==> config.mk <==
export PLATFORM = sky130hd
export DESIGN_NAME = window_liveness_silence_tracker_flat
export DESIGN_NICKNAME = d
export VERILOG_FILES = /design/src/design/wlst_pkg.sv /design/src/design/wlst_if.sv /design/src/design/wlst_ctrl.sv /design/src/design/wlst_dpath.sv /design/src/design/window_liveness_silence_tracker.sv /design/src/flat_wrapper.sv
export SDC_FILE = /design/constraint.sdc
export NUM_CORES = 2
export LEC_CHECK = 0
export ABC_AREA = 1
export BUFFER_PORTS_ARGS = -buffer_cell sky130_fd_sc_hd__buf_2
export CORE_AREA = 2 2 558 560
export DETAILED_ROUTE_END_ITERATION = 7
export DIE_AREA = 0 0 560 562
export GPL_ROUTABILITY_DRIVEN = 0
export MAX_ROUTING_LAYER = met4
export PLACE_DENSITY_LB_ADDON = 0.3
export SLEW_MARGIN = 10
export SYNTH_ARGS = -nofsm -noshare
export SYNTH_HDL_FRONTEND = slang
export SYNTH_HIERARCHICAL = 1
export SYNTH_SLANG_ARGS = --single-unit
==> constraint.sdc <==
create_clock -name clock -period 11.4 [get_ports clock]
set_clock_uncertainty 0.2 [all_clocks]
set_input_delay 1.71 -clock clock [delete_from_list [all_inputs] [get_ports clock]]
set_output_delay 1.71 -clock clock [all_outputs]
set_load 0.01 [all_outputs]
==> src/design/wlst_pkg.sv <==
// ---------------------------------------------------------------------------
// wlst_pkg
// Shared types and constants of the window liveness tracker.
// ---------------------------------------------------------------------------
package wlst_pkg;

   localparam int TABLE_DEPTH = 32;
   localparam int IDX_W       = (TABLE_DEPTH > 1) ? $clog2(TABLE_DEPTH) : 1;

   localparam logic [31:0] THRESH_RESET = 32'd60000;
   localparam int          CSR_ADDR_W   = 3;
   // register index sits above the byte lanes
   localparam logic        CSR_IDX_THRESH = 1'b0;

   typedef enum logic [1:0] {
      KIND_SILENCE = 2'd0,
      KIND_EXITED  = 2'd1,
      KIND_DROPPED = 2'd2
   } kind_type;

   localparam logic MODE_OBSERVE = 1'b0;
   localparam logic MODE_SWEEP   = 1'b1;

   typedef struct packed {
      logic load;        // capture transaction, rewind index
      logic scan_step;   // lookup one entry
      logic resolve;     // update table, maybe emit one event
      logic sweep_step;  // end-of-round work on one entry
   } ctl_cmd_type;

   typedef struct packed {
      logic mode;        // captured mode
      logic idx_end;     // index at last entry
      logic out_free;    // result register can take a new event
   } ctl_status_type;

endpackage

==> src/design/wlst_if.sv <==
// ---------------------------------------------------------------------------
// wlst_req_if / wlst_rsp_if
// Valid/ready channels of the window liveness tracker.
// ---------------------------------------------------------------------------
interface wlst_req_if;
   logic        valid;
   logic        ready;
   logic        mode;
   logic [7:0]  workspace_id;
   logic [15:0] window_id;
   logic [21:0] proc_id;
   logic [47:0] now_ms;
   logic [31:0] wall_stamp;

   modport source (output valid, mode, workspace_id, window_id, proc_id, now_ms,
                   wall_stamp, input ready);
   modport sink   (input valid, mode, workspace_id, window_id, proc_id, now_ms,
                   wall_stamp, output ready);
endinterface

interface wlst_rsp_if;
   logic        valid;
   logic        ready;
   logic [1:0]  event_kind;
   logic [7:0]  event_workspace;
   logic [15:0] event_window;
   logic [31:0] event_stamp;
   logic        last;

   modport source (output valid, event_kind, event_workspace, event_window, event_stamp,
                   last, input ready);
   modport sink   (input valid, event_kind, event_workspace, event_window, event_stamp,
                   last, output ready);
endinterface

==> src/design/wlst_ctrl.sv <==
// ---------------------------------------------------------------------------
// wlst_ctrl
// Sequencer: idle, table scan, resolve, end-of-round sweep.
// ---------------------------------------------------------------------------
module wlst_ctrl (
   input  logic                    clock,
   input  logic                    reset,
   input  logic                    req_valid,
   output logic                    req_ready,
   input  wlst_pkg::ctl_status_type status,
   output wlst_pkg::ctl_cmd_type    cmd
);
   import wlst_pkg::*;

   typedef enum logic [1:0] {
      ST_IDLE,
      ST_SCAN,
      ST_RESOLVE,
      ST_SWEEP
   } state_type;

   state_type state_ff, state_in;

   always_comb begin
      state_in = state_ff;
      cmd      = '0;
      unique case (state_ff)
         ST_IDLE: begin
            if (req_valid) begin
               cmd.load = 1'b1;
               state_in = ST_SCAN;
            end
         end
         ST_SCAN: begin
            cmd.scan_step = 1'b1;
            if (status.idx_end) begin
               state_in = ST_RESOLVE;
            end
         end
         ST_RESOLVE: begin
            if (status.out_free) begin
               cmd.resolve = 1'b1;
               state_in    = ST_IDLE;
            end
         end
         ST_SWEEP: begin
            if (status.out_free) begin
               cmd.sweep_step = 1'b1;
               if (status.idx_end) begin
                  state_in = ST_IDLE;
               end
            end
         end
         default: state_in = ST_IDLE;
      endcase
      // mode is captured by load; pick the path in the cycle after, from the scan state
      if (state_ff == ST_SCAN && status.mode == MODE_SWEEP) begin
         cmd.scan_step = 1'b0;
         state_in      = ST_SWEEP;
      end
   end

   assign req_ready = (state_ff == ST_IDLE);

   always_ff @(posedge clock) begin
      if (reset) begin
         state_ff <= ST_IDLE;
      end else begin
         state_ff <= state_in;
      end
   end

endmodule

==> src/design/wlst_dpath.sv <==
// ---------------------------------------------------------------------------
// wlst_dpath
// Track table, lookup registers, resolve logic and result register.
// ---------------------------------------------------------------------------
module wlst_dpath (
   input  logic                     clock,
   input  logic                     reset,
   input  wlst_pkg::ctl_cmd_type    cmd,
   output wlst_pkg::ctl_status_type status,
   input  logic                     in_mode,
   input  logic [7:0]               in_workspace_id,
   input  logic [15:0]              in_window_id,
   input  logic [21:0]              in_proc_id,
   input  logic [47:0]              in_now_ms,
   input  logic [31:0]              in_wall_stamp,
   input  logic [31:0]              threshold,
   output logic                     rsp_valid,
   input  logic                     rsp_ready,
   output logic [1:0]               rsp_event_kind,
   output logic [7:0]               rsp_event_workspace,
   output logic [15:0]              rsp_event_window,
   output logic [31:0]              rsp_event_stamp,
   output logic                     rsp_last
);
   import wlst_pkg::*;

   // captured transaction
   logic        mode_ff;
   logic [23:0] key_ff;
   logic [21:0] pid_ff;
   logic [47:0] now_ff;
   logic [31:0] stamp_ff;

   // table
   logic [23:0] key_mem   [TABLE_DEPTH];
   logic [21:0] pid_mem   [TABLE_DEPTH];
   logic [47:0] start_mem [TABLE_DEPTH];
   logic [TABLE_DEPTH-1:0] valid_ff, sent_ff, seen_ff;
   logic [TABLE_DEPTH-1:0] valid_in, sent_in, seen_in;

   // lookup
   logic [IDX_W-1:0] idx_ff, hit_idx_ff, free_idx_ff;
   logic             hit_ff, free_ff;

   // result register
   logic        out_valid_ff, out_valid_in;
   logic [1:0]  out_kind_ff;
   logic [23:0] out_key_ff;
   logic [31:0] out_stamp_ff;
   logic        out_last_ff;

   logic        emit;
   kind_type    emit_kind;
   logic [23:0] emit_key;
   logic        emit_last;

   logic             out_free;
   logic [IDX_W-1:0] tgt_idx;
   logic [21:0]      hit_pid;
   logic [47:0]      elapsed;
   logic             tbl_wr;
   logic [TABLE_DEPTH-1:0] pend, pend_hi;
   logic             key_match;

   assign out_free = !out_valid_ff || rsp_ready;
   assign status.mode     = mode_ff;
   assign status.idx_end  = (idx_ff == IDX_W'(TABLE_DEPTH - 1));
   assign status.out_free = out_free;

   assign key_match = valid_ff[idx_ff] && (key_mem[idx_ff] == key_ff);
   assign tgt_idx   = hit_ff ? hit_idx_ff : free_idx_ff;
   assign hit_pid   = pid_mem[hit_idx_ff];
   assign elapsed   = now_ff - start_mem[hit_idx_ff];
   assign pend      = valid_ff & ~seen_ff;
   assign pend_hi   = (pend >> idx_ff) >> 1;

   always_comb begin
      valid_in  = valid_ff;
      sent_in   = sent_ff;
      seen_in   = seen_ff;
      emit      = 1'b0;
      emit_kind = KIND_SILENCE;
      emit_key  = key_ff;
      emit_last = 1'b1;
      tbl_wr    = 1'b0;
      if (cmd.resolve) begin
         if (hit_ff) begin
            seen_in[hit_idx_ff] = 1'b1;
            if (hit_pid != pid_ff) begin
               tbl_wr              = 1'b1;
               sent_in[hit_idx_ff] = 1'b0;
            end else if (!sent_ff[hit_idx_ff] && elapsed >= {16'd0, threshold}) begin
               emit                = 1'b1;
               sent_in[hit_idx_ff] = 1'b1;
            end
         end else if (free_ff) begin
            tbl_wr                = 1'b1;
            valid_in[free_idx_ff] = 1'b1;
            sent_in[free_idx_ff]  = 1'b0;
            seen_in[free_idx_ff]  = 1'b1;
         end else begin
            emit      = 1'b1;
            emit_kind = KIND_DROPPED;
         end
      end
      if (cmd.sweep_step) begin
         if (pend[idx_ff]) begin
            emit             = 1'b1;
            emit_kind        = KIND_EXITED;
            emit_key         = key_mem[idx_ff];
            emit_last        = (pend_hi == '0);
            valid_in[idx_ff] = 1'b0;
            sent_in[idx_ff]  = 1'b0;
         end
         seen_in[idx_ff] = 1'b0;
      end
      out_valid_in = emit ? 1'b1 : (rsp_ready ? 1'b0 : out_valid_ff);
   end

   // control
   always_ff @(posedge clock) begin
      if (reset) begin
         valid_ff     <= '0;
         sent_ff      <= '0;
         seen_ff      <= '0;
         hit_ff       <= 1'b0;
         free_ff      <= 1'b0;
         idx_ff       <= '0;
         out_valid_ff <= 1'b0;
      end else begin
         valid_ff     <= valid_in;
         sent_ff      <= sent_in;
         seen_ff      <= seen_in;
         out_valid_ff <= out_valid_in;
         if (cmd.load) begin
            idx_ff  <= '0;
            hit_ff  <= 1'b0;
            free_ff <= 1'b0;
         end else if (cmd.scan_step || cmd.sweep_step) begin
            idx_ff <= idx_ff + IDX_W'(1);
            if (cmd.scan_step) begin
               if (key_match && !hit_ff) begin
                  hit_ff     <= 1'b1;
                  hit_idx_ff <= idx_ff;
               end
               if (!valid_ff[idx_ff] && !free_ff) begin
                  free_ff     <= 1'b1;
                  free_idx_ff <= idx_ff;
               end
            end
         end
      end
   end

   // payload
   always_ff @(posedge clock) begin
      if (cmd.load) begin
         mode_ff  <= in_mode;
         key_ff   <= {in_workspace_id, in_window_id};
         pid_ff   <= in_proc_id;
         now_ff   <= in_now_ms;
         stamp_ff <= in_wall_stamp;
      end
      if (tbl_wr) begin
         pid_mem[tgt_idx]   <= pid_ff;
         start_mem[tgt_idx] <= now_ff;
         if (!hit_ff) begin
            key_mem[tgt_idx] <= key_ff;
         end
      end
      if (emit) begin
         out_kind_ff  <= emit_kind;
         out_key_ff   <= emit_key;
         out_stamp_ff <= stamp_ff;
         out_last_ff  <= emit_last;
      end
   end

   assign rsp_valid           = out_valid_ff;
   assign rsp_event_kind      = out_kind_ff;
   assign rsp_event_workspace = out_key_ff[23:16];
   assign rsp_event_window    = out_key_ff[15:0];
   assign rsp_event_stamp     = out_stamp_ff;
   assign rsp_last            = out_last_ff;

endmodule

==> src/design/window_liveness_silence_tracker.sv <==
// ---------------------------------------------------------------------------
// window_liveness_silence_tracker
// Tracks windows by workspace/window key; reports silence, exits and drops.
// ---------------------------------------------------------------------------
//  channel  | dir | handshake           | carries
//  req_ch   | in  | valid/ready         | mode, key, pid, time, wall stamp
//  rsp_ch   | out | valid/ready         | event kind, key, stamp, last
//  csr_*    | in  | APB setup + access  | silence_threshold_ms at 0x0
//
//  Observe transaction: accept, a scan of all TABLE_DEPTH entries, then a
//  resolve step that waits on a stalled result; the table walk is sequential.
//  End of round: accept, mode dispatch, then a sweep of all TABLE_DEPTH entries
//  that waits whenever the result side stalls.
//  One transaction at a time; req ready is high only while idle.
//  Reset (synchronous) empties the table at once and sets the threshold to 60000.
//  A stalled result holds in the output register; the walk waits on it.
// ---------------------------------------------------------------------------
module window_liveness_silence_tracker (
   input  logic                          clock,
   input  logic                          reset,
   wlst_req_if.sink                      req_ch,
   wlst_rsp_if.source                    rsp_ch,
   input  logic                          csr_psel,
   input  logic                          csr_penable,
   input  logic                          csr_pwrite,
   input  logic [wlst_pkg::CSR_ADDR_W-1:0] csr_paddr,
   input  logic [31:0]                   csr_pwdata,
   output logic [31:0]                   csr_prdata,
   output logic                          csr_pready
);
   import wlst_pkg::*;

   logic [31:0]    thresh_ff;
   ctl_cmd_type    cmd;
   ctl_status_type status;
   logic           thr_sel;

   // register index is paddr[2]; low two bits are byte lanes
   assign thr_sel    = (csr_paddr[2] == CSR_IDX_THRESH);
   assign csr_pready = 1'b1;
   assign csr_prdata = thr_sel ? thresh_ff : 32'd0;

   always_ff @(posedge clock) begin
      if (reset) begin
         thresh_ff <= THRESH_RESET;
      end else if (csr_psel && csr_penable && csr_pwrite && thr_sel) begin
         thresh_ff <= csr_pwdata;
      end
   end

   // sequencer
   wlst_ctrl u_ctrl (
      .clock     (clock),
      .reset     (reset),
      .req_valid (req_ch.valid),
      .req_ready (req_ch.ready),
      .status    (status),
      .cmd       (cmd)
   );

   // table and result register
   wlst_dpath u_dpath (
      .clock               (clock),
      .reset               (reset),
      .cmd                 (cmd),
      .status              (status),
      .in_mode             (req_ch.mode),
      .in_workspace_id     (req_ch.workspace_id),
      .in_window_id        (req_ch.window_id),
      .in_proc_id          (req_ch.proc_id),
      .in_now_ms           (req_ch.now_ms),
      .in_wall_stamp       (req_ch.wall_stamp),
      .threshold           (thresh_ff),
      .rsp_valid           (rsp_ch.valid),
      .rsp_ready           (rsp_ch.ready),
      .rsp_event_kind      (rsp_ch.event_kind),
      .rsp_event_workspace (rsp_ch.event_workspace),
      .rsp_event_window    (rsp_ch.event_window),
      .rsp_event_stamp     (rsp_ch.event_stamp),
      .rsp_last            (rsp_ch.last)
   );

endmodule

==> src/flat_wrapper.sv <==
// flat-port wrapper written by rule: the top's interface ports become plain ports
module window_liveness_silence_tracker_flat import wlst_pkg::*;
  (clock, reset, csr_psel, csr_penable, csr_pwrite, csr_paddr, csr_pwdata, csr_prdata, csr_pready, req_ch_valid, req_ch_mode, req_ch_workspace_id, req_ch_window_id, req_ch_proc_id, req_ch_now_ms, req_ch_wall_stamp, req_ch_ready, rsp_ch_valid, rsp_ch_event_kind, rsp_ch_event_workspace, rsp_ch_event_window, rsp_ch_event_stamp, rsp_ch_last, rsp_ch_ready);
  wlst_req_if req_ch_i ();
  wlst_rsp_if rsp_ch_i ();
  input  logic clock;
  input  logic reset;
  input  logic csr_psel;
  input  logic csr_penable;
  input  logic csr_pwrite;
  input  logic [wlst_pkg::CSR_ADDR_W-1:0] csr_paddr;
  input  logic [31:0] csr_pwdata;
  output logic [31:0] csr_prdata;
  output logic csr_pready;
  input wire logic [$bits(req_ch_i.valid)-1:0] req_ch_valid;
  input wire logic [$bits(req_ch_i.mode)-1:0] req_ch_mode;
  input wire logic [$bits(req_ch_i.workspace_id)-1:0] req_ch_workspace_id;
  input wire logic [$bits(req_ch_i.window_id)-1:0] req_ch_window_id;
  input wire logic [$bits(req_ch_i.proc_id)-1:0] req_ch_proc_id;
  input wire logic [$bits(req_ch_i.now_ms)-1:0] req_ch_now_ms;
  input wire logic [$bits(req_ch_i.wall_stamp)-1:0] req_ch_wall_stamp;
  output wire logic [$bits(req_ch_i.ready)-1:0] req_ch_ready;
  output wire logic [$bits(rsp_ch_i.valid)-1:0] rsp_ch_valid;
  output wire logic [$bits(rsp_ch_i.event_kind)-1:0] rsp_ch_event_kind;
  output wire logic [$bits(rsp_ch_i.event_workspace)-1:0] rsp_ch_event_workspace;
  output wire logic [$bits(rsp_ch_i.event_window)-1:0] rsp_ch_event_window;
  output wire logic [$bits(rsp_ch_i.event_stamp)-1:0] rsp_ch_event_stamp;
  output wire logic [$bits(rsp_ch_i.last)-1:0] rsp_ch_last;
  input wire logic [$bits(rsp_ch_i.ready)-1:0] rsp_ch_ready;
  assign req_ch_i.valid = req_ch_valid;
  assign req_ch_i.mode = req_ch_mode;
  assign req_ch_i.workspace_id = req_ch_workspace_id;
  assign req_ch_i.window_id = req_ch_window_id;
  assign req_ch_i.proc_id = req_ch_proc_id;
  assign req_ch_i.now_ms = req_ch_now_ms;
  assign req_ch_i.wall_stamp = req_ch_wall_stamp;
  assign req_ch_ready = req_ch_i.ready;
  assign rsp_ch_valid = rsp_ch_i.valid;
  assign rsp_ch_event_kind = rsp_ch_i.event_kind;
  assign rsp_ch_event_workspace = rsp_ch_i.event_workspace;
  assign rsp_ch_event_window = rsp_ch_i.event_window;
  assign rsp_ch_event_stamp = rsp_ch_i.event_stamp;
  assign rsp_ch_last = rsp_ch_i.last;
  assign rsp_ch_i.ready = rsp_ch_ready;
  window_liveness_silence_tracker u_core (.clock(clock), .reset(reset), .req_ch(req_ch_i), .rsp_ch(rsp_ch_i), .csr_psel(csr_psel), .csr_penable(csr_penable), .csr_pwrite(csr_pwrite), .csr_paddr(csr_paddr), .csr_pwdata(csr_pwdata), .csr_prdata(csr_prdata), .csr_pready(csr_pready));
endmodule
# ---- Word-level counts from Yosys, hierarchy flattened
# Memory sizes are Yosys's and may differ from the RTL's. A register that Yosys moved wholly into a read port is not among the register bits.
# Cells that the tools add are included.
dict set report totals {
  reg_bits 334
  ram_bits 3008
  in_bits 169
  out_inout_bits 94
  wordCells 162
  n_memories 3
}
dict set report op_classes {
  add_sub_neg 2
  magnitude_cmp 7
  eq_ne 11
  shifts 1
  mux 73
  bitwise 17
  reduce_logical 28
}
# memory depth word_bits rd rd_clocked_by_memory_dff write_ports line
set memory_table {}
lappend memory_table {u_core.u_dpath.start_mem 32 48 1 1 1 wlst_dpath.sv:37} ;# logic [47:0] start_mem [TABLE_DEPTH];
lappend memory_table {u_core.u_dpath.key_mem 32 24 1 1 1 wlst_dpath.sv:35} ;# logic [23:0] key_mem [TABLE_DEPTH];
lappend memory_table {u_core.u_dpath.pid_mem 32 22 1 1 1 wlst_dpath.sv:36} ;# logic [21:0] pid_mem [TABLE_DEPTH];
# op n
set ops {}
lappend ops {{two-way mux 32 bit} 17}
lappend ops {{bitwise AND 32 bit} 6}
lappend ops {{inverter 32 bit} 4}
lappend ops {{bitwise OR 32 bit} 4}
lappend ops {{greater-or-equal comparator 48 x 32 -> 1 bit} 1}
lappend ops {{two-way mux 24 bit} 2}
lappend ops {{subtractor 48 bit} 1}
lappend ops {{logical NOT 32 bit} 1}
lappend ops {{right shift 32 x 5 -> 32 bit} 1}
lappend ops {{two-way mux 1 bit} 31}
lappend ops {{two-way mux 5 bit} 5}
lappend ops {{equality test 24 bit} 1}
lappend ops {{two-way mux 2 bit} 11}
lappend ops {{inequality test 22 bit} 1}
lappend ops {{< comparator 5 x 6 -> 1 bit, second input constant} 3}
lappend ops {{binary-select mux 1 bit (select 5 bit)} 3}
lappend ops {{demux 1 bit (select 5 bit)} 3}
lappend ops {{greater-or-equal comparator 5 x 1 -> 1 bit, second input constant} 3}
lappend ops {{AND reduction 5 bit} 3}
lappend ops {{logical AND 1 bit} 11}
lappend ops {{one-hot mux 2 bit (4 select lines)} 1}
lappend ops {{inequality test 3 x 2 -> 1 bit, second input constant} 2}
lappend ops {{inequality test 3 bit, second input constant} 2}
lappend ops {{AND reduction 3 bit} 2}
lappend ops {{other kinds (12)} 20}

# ---- Longest topological paths before layout
dict set report logic_depth {
  word_depth 12
  depth_mapped 42
}

# ---- By module
# The synthesis kept the hierarchy.
# module instances cells_each area_per_inst_um2
set modules_own_cells {}
lappend modules_own_cells {wlst_dpath 1 11316 136508.4}
lappend modules_own_cells {window_liveness_silence_tracker 1 267 1635.3}
lappend modules_own_cells {wlst_ctrl 1 30 158.9}

# ---- Worst setup path before layout
# OpenSTA, ideal clock, no wires.
dict set report synth_timing {
  kind {in2reg}
  startpoint {input port req_ch_valid}
  endpoint {register u_core.u_dpath.hit_ff}
  setup_time_ps 133
  arrival_time_ps 11865
  required_time_ps 11067
  path_slack_ps -798
  stages 13
  n_path_buf 0
  cell_sequence {inv_1 -> nor3_1 -> nor2_1 -> inv_1 -> nor2_1 -> nand3_1 -> a21oi_1 -> nand2_1 -> nor2_1 -> nand3_1 -> inv_1 -> nand2_1 -> o21ai_0}
}
# item line
set synth_rtl {}
lappend synth_rtl {{from (decl)} flat_wrapper.sv:15} ;# input wire logic [$bits(req_ch_i.valid)-1:0] req_ch_valid;
lappend synth_rtl {{to (signal assigned)} wlst_dpath.sv:126} ;# hit_ff <= 1'b0;
lappend synth_rtl {{to (signal assigned)} wlst_dpath.sv:137} ;# hit_ff <= 1'b0;
lappend synth_rtl {{to (signal assigned)} wlst_dpath.sv:143} ;# hit_ff <= 1'b1;
lappend synth_rtl {{to (decl)} wlst_dpath.sv:43} ;# logic hit_ff, free_ff;

==> metrics <==
fmax 0.118 GHz; Post-synth top cells 3204 x edfxtp_1, 1966 x nor2_1, 1544 x o21ai_0; Net Sw Frac 23.8%; Synth area leader edfxtp_1; Setup TNS 0 ns; core area 308000 µm²; switching pwr 6500 µW; sequential cell area fraction in the yosys report 71.7%; HPWL Detailed 209000 µm; met2 Usage GRT 39.6%; CP max stage cell dfxtp_4; gr ovfl total 0; Clock Latency Late Sink 0.95 ns; reg-to-reg endpoint u_core/u_dpath/rsp_event_kind[0]$_SDFFCE_PN0P_; area share of the largest cell type after synthesis 69.6%; Tmin final 8.51 ns; largest net degree at the start of global routing 343; M1 GR Usage 34.5%; Critical Path RT 11.75 ns; post-CTS setup buffer count 0; chip width 560 µm; CTS max path bufs 4; DRC marker count from the first detailed-route iteration 12900; Final Hold Viols 0; first-pass GRT wire length 588000 µm; CP max FO 342; Resized cells post-CTS 0; Initial Utilization 44.9%; CTS tree built; Max-cap violations 0; simple-gate area share of the yosys netlist 12.7%; top cells by area, synth edfxtp_1 70%, o21ai_0 5.6%, nor2_1 5.3%; Root Driver clkbuf_16; end of the worst hold path u_core/u_dpath/rsp_event_stamp[31]$_DFFE_PP_; CTS Buf Count 345; Worst Setup Start Kind flip-flop; Crit Path Class reg2reg; gr usage total 25.5%; crit path capture type flip-flop; Post-synth EDFFs 3204; Hold Crit Start u_core/u_dpath/stamp_ff[31]$_DFFE_PP_; Worst Hold Class reg2reg; first drt pass iteration count 8; post-synthesis mux area share 0.109%; gr busiest metal met2; final net count 12000; WHS Path Cells 0; syn nets 11900; Int Power 20800 µW; vias in the first global route 90800; row cnt 204; final cell count without fillers 16100; combinational family with the most area after synthesis simple AND/OR/NAND/NOR gates; Die Ht 562 µm; Reg power frac 51.8%; grt met3 use 3.86%; xor and xnor fraction of the mapped netlist area 0.253%; Slew headroom 11.8%; R2R depth 31; total I/O pin count 263; residual DRC count 0; clock share of power 40.4%; Hold WS 0.213 ns; yosys warns 6; P_leak 0.0528 µW; Die Area 315000 µm²; Synth Instances 11600; pwr dens 176 nW/µm²; Inst Count DP 15500; Max Transition Viols Final 0; Arrival @ worst endpoint 8.86 ns; Cell variety after synth 61; CP max stage delay 0.72 ns; Async SR Flop Fraction 0%; Synth Area in Compound Gates 10.8%; count leader, synth edfxtp_1; syn_area_per_cell 11.9 µm²; mapped cell area 138000 µm²; flops & latches, synth 3352; antenna viol nets, final 0; flop-to-flop setup slack 2.89 ns; Area growth syn-to-layout 12.1%; DRT Wirelength 404000 µm; Top FF cell, synth edfxtp_1; Reg clk slew, reported paths 0.06 ns; Logic pwr share 7.7%; status finished clean; number of port buffers 259; Post-CTS Hold Buffers 0; H-tree levels 5; final critical-path share of the clock period 74.6%; Worst-Margin Slew 1.32 ns; RSZ-0062 raised after global routing no; drt wl/cell 25.0 µm; CTS Sinks 3352; vias after detailed routing 95500; Final setup viols 0; share of cells above drive strength 1 8.92%; initial antenna violation count 14; DR vias/cell 5.92; crit-path most repeated cell nand2_1; Max IR drop VDD 0.000130 V; Synth Area in Adders 0.783%
critical path, delay by kind of cell (launching register included):
kind / cells / cell delay, ns
simple gates: 17 / 2.79
buf+inv: 4 / 1.55
fa+ha+maj: 2 / 0.73
compound gates: 7 / 1.55
xor+xnor: 1 / 0.20
flops: 1 / 0.72
power groups by stage:
stage	logic, µW	clock network [µW]	registers [µW]
floorplan	1170	0	14500
global placement	2000	0	14400
detailed placement	2070	0	14400
CTS	2080	11200	14200
global route	2320	11700	14200
finish	2110	11100	14200
how the worst max path moves through the flow:
stage | startpoint | endpoint | slack (ns) | depth (start not counted)
floorplan | rsp_ch_ready | u_core/u_dpath/pid_mem[5][0]$_DFFE_PP_ | 2.53 | 10
global placement | flip-flop | u_core/u_dpath/rsp_event_stamp[25]$_DFFE_PP_ | 3.19 | 31
detailed placement | flip-flop | u_core/u_dpath/rsp_event_stamp[28]$_DFFE_PP_ | 3.04 | 30
CTS | flip-flop | u_core/u_dpath/rsp_event_stamp[28]$_DFFE_PP_ | 3.06 | 30
global route | flip-flop | u_core/u_dpath/rsp_event_stamp[18]$_DFFE_PP_ | 2.34 | 34
finish | flip-flop | u_core/u_dpath/rsp_event_kind[0]$_SDFFCE_PN0P_ | 2.89 | 31
kinds of logic after synthesis:
kind of cell | Yosys count
AND/OR/NAND/NOR | 4310
flip-flops | 3352
AO/OA/AOI/OAI | 2613
buffers and inverters | 1196
adder cells (fa/ha/maj) | 86
XOR/XNOR | 40
multiplexers | 15
other | 1
final cells by class:
type                            instances  area [µm²]
Tap cell                             4120        5150
Multi-Input combinational cell       7065       34400
Clock inverter                        205        2000
Sequential cell                      3352       99200
Antenna cell                            3        7.51
Timing Repair Buffer                  483        3370
Inverter                              482        1880
Fill cell                           26400      153000
Clock buffer                          416        8990
per-layer routing:
metal	vias up	wire, µm
met3	862	39300
met5	-	0
met2	5315	187000
li1	42200	-
met4	0	13500
met1	47100	164000
cell usage in the layout (no fill, tap or decap), drive strengths merged, types with 29 or more instances in the layout:
| master | n |
|---|---|
| edfxtp | 3204 |
| nor2 | 1976 |
| o21ai | 1648 |
| nand2 | 1439 |
| nand3 | 783 |
| inv | 490 |
| buf | 483 |
| o22ai | 425 |
| clkbuf | 416 |
| o221ai | 224 |
| a21oi | 169 |
| clkinv | 160 |
| dfxtp | 148 |
| ha | 85 |
| nor3 | 55 |
| o211ai | 38 |
| bufinv | 29 |
| xor2 | 29 |
metrics by stage:
| stage | total power, µW | cell area [µm²] | setup slack (ns) | util [%] |
|---|---|---|---|---|
| final | 27300 | 155000 | 2.89 | 50.3 |
| after global routing | 28200 | 155000 | 2.34 | 50.3 |
| after CTS | 27400 | 155000 | 3.06 | 50.3 |
| after detailed placement | 16500 | 144000 | 3.04 | 46.7 |
| after global placement | 16400 | 144000 | 3.19 | 46.7 |
| after floorplan | 15700 | 138000 | 2.53 | - |
state kept, by name, indices dropped and copies added, names as in the netlist, 2 cells and up, named ones only:
signal                          flops
u_core/u_dpath/seen_ff             32
u_core/u_dpath/now_ff              48
u_core/u_dpath/stamp_ff            32
u_core/u_dpath/start_mem         1536
u_core/u_dpath/rsp_event_stamp     32
u_core/u_dpath/pid_ff              22
u_core/u_dpath/hit_idx_ff           5
u_core/u_dpath/pid_mem            704
u_core/thresh_ff                   32
u_core/u_dpath/key_mem            768
u_core/u_dpath/free_idx_ff          5
u_core/u_dpath/out_key_ff          24
u_core/u_ctrl/state_ff              2
u_core/u_dpath/valid_ff            32
u_core/u_dpath/rsp_event_kind       2
u_core/u_dpath/sent_ff             32
u_core/u_dpath/idx_ff               5
u_core/u_dpath/key_ff              24
Power figures use the tool's default switching activity.
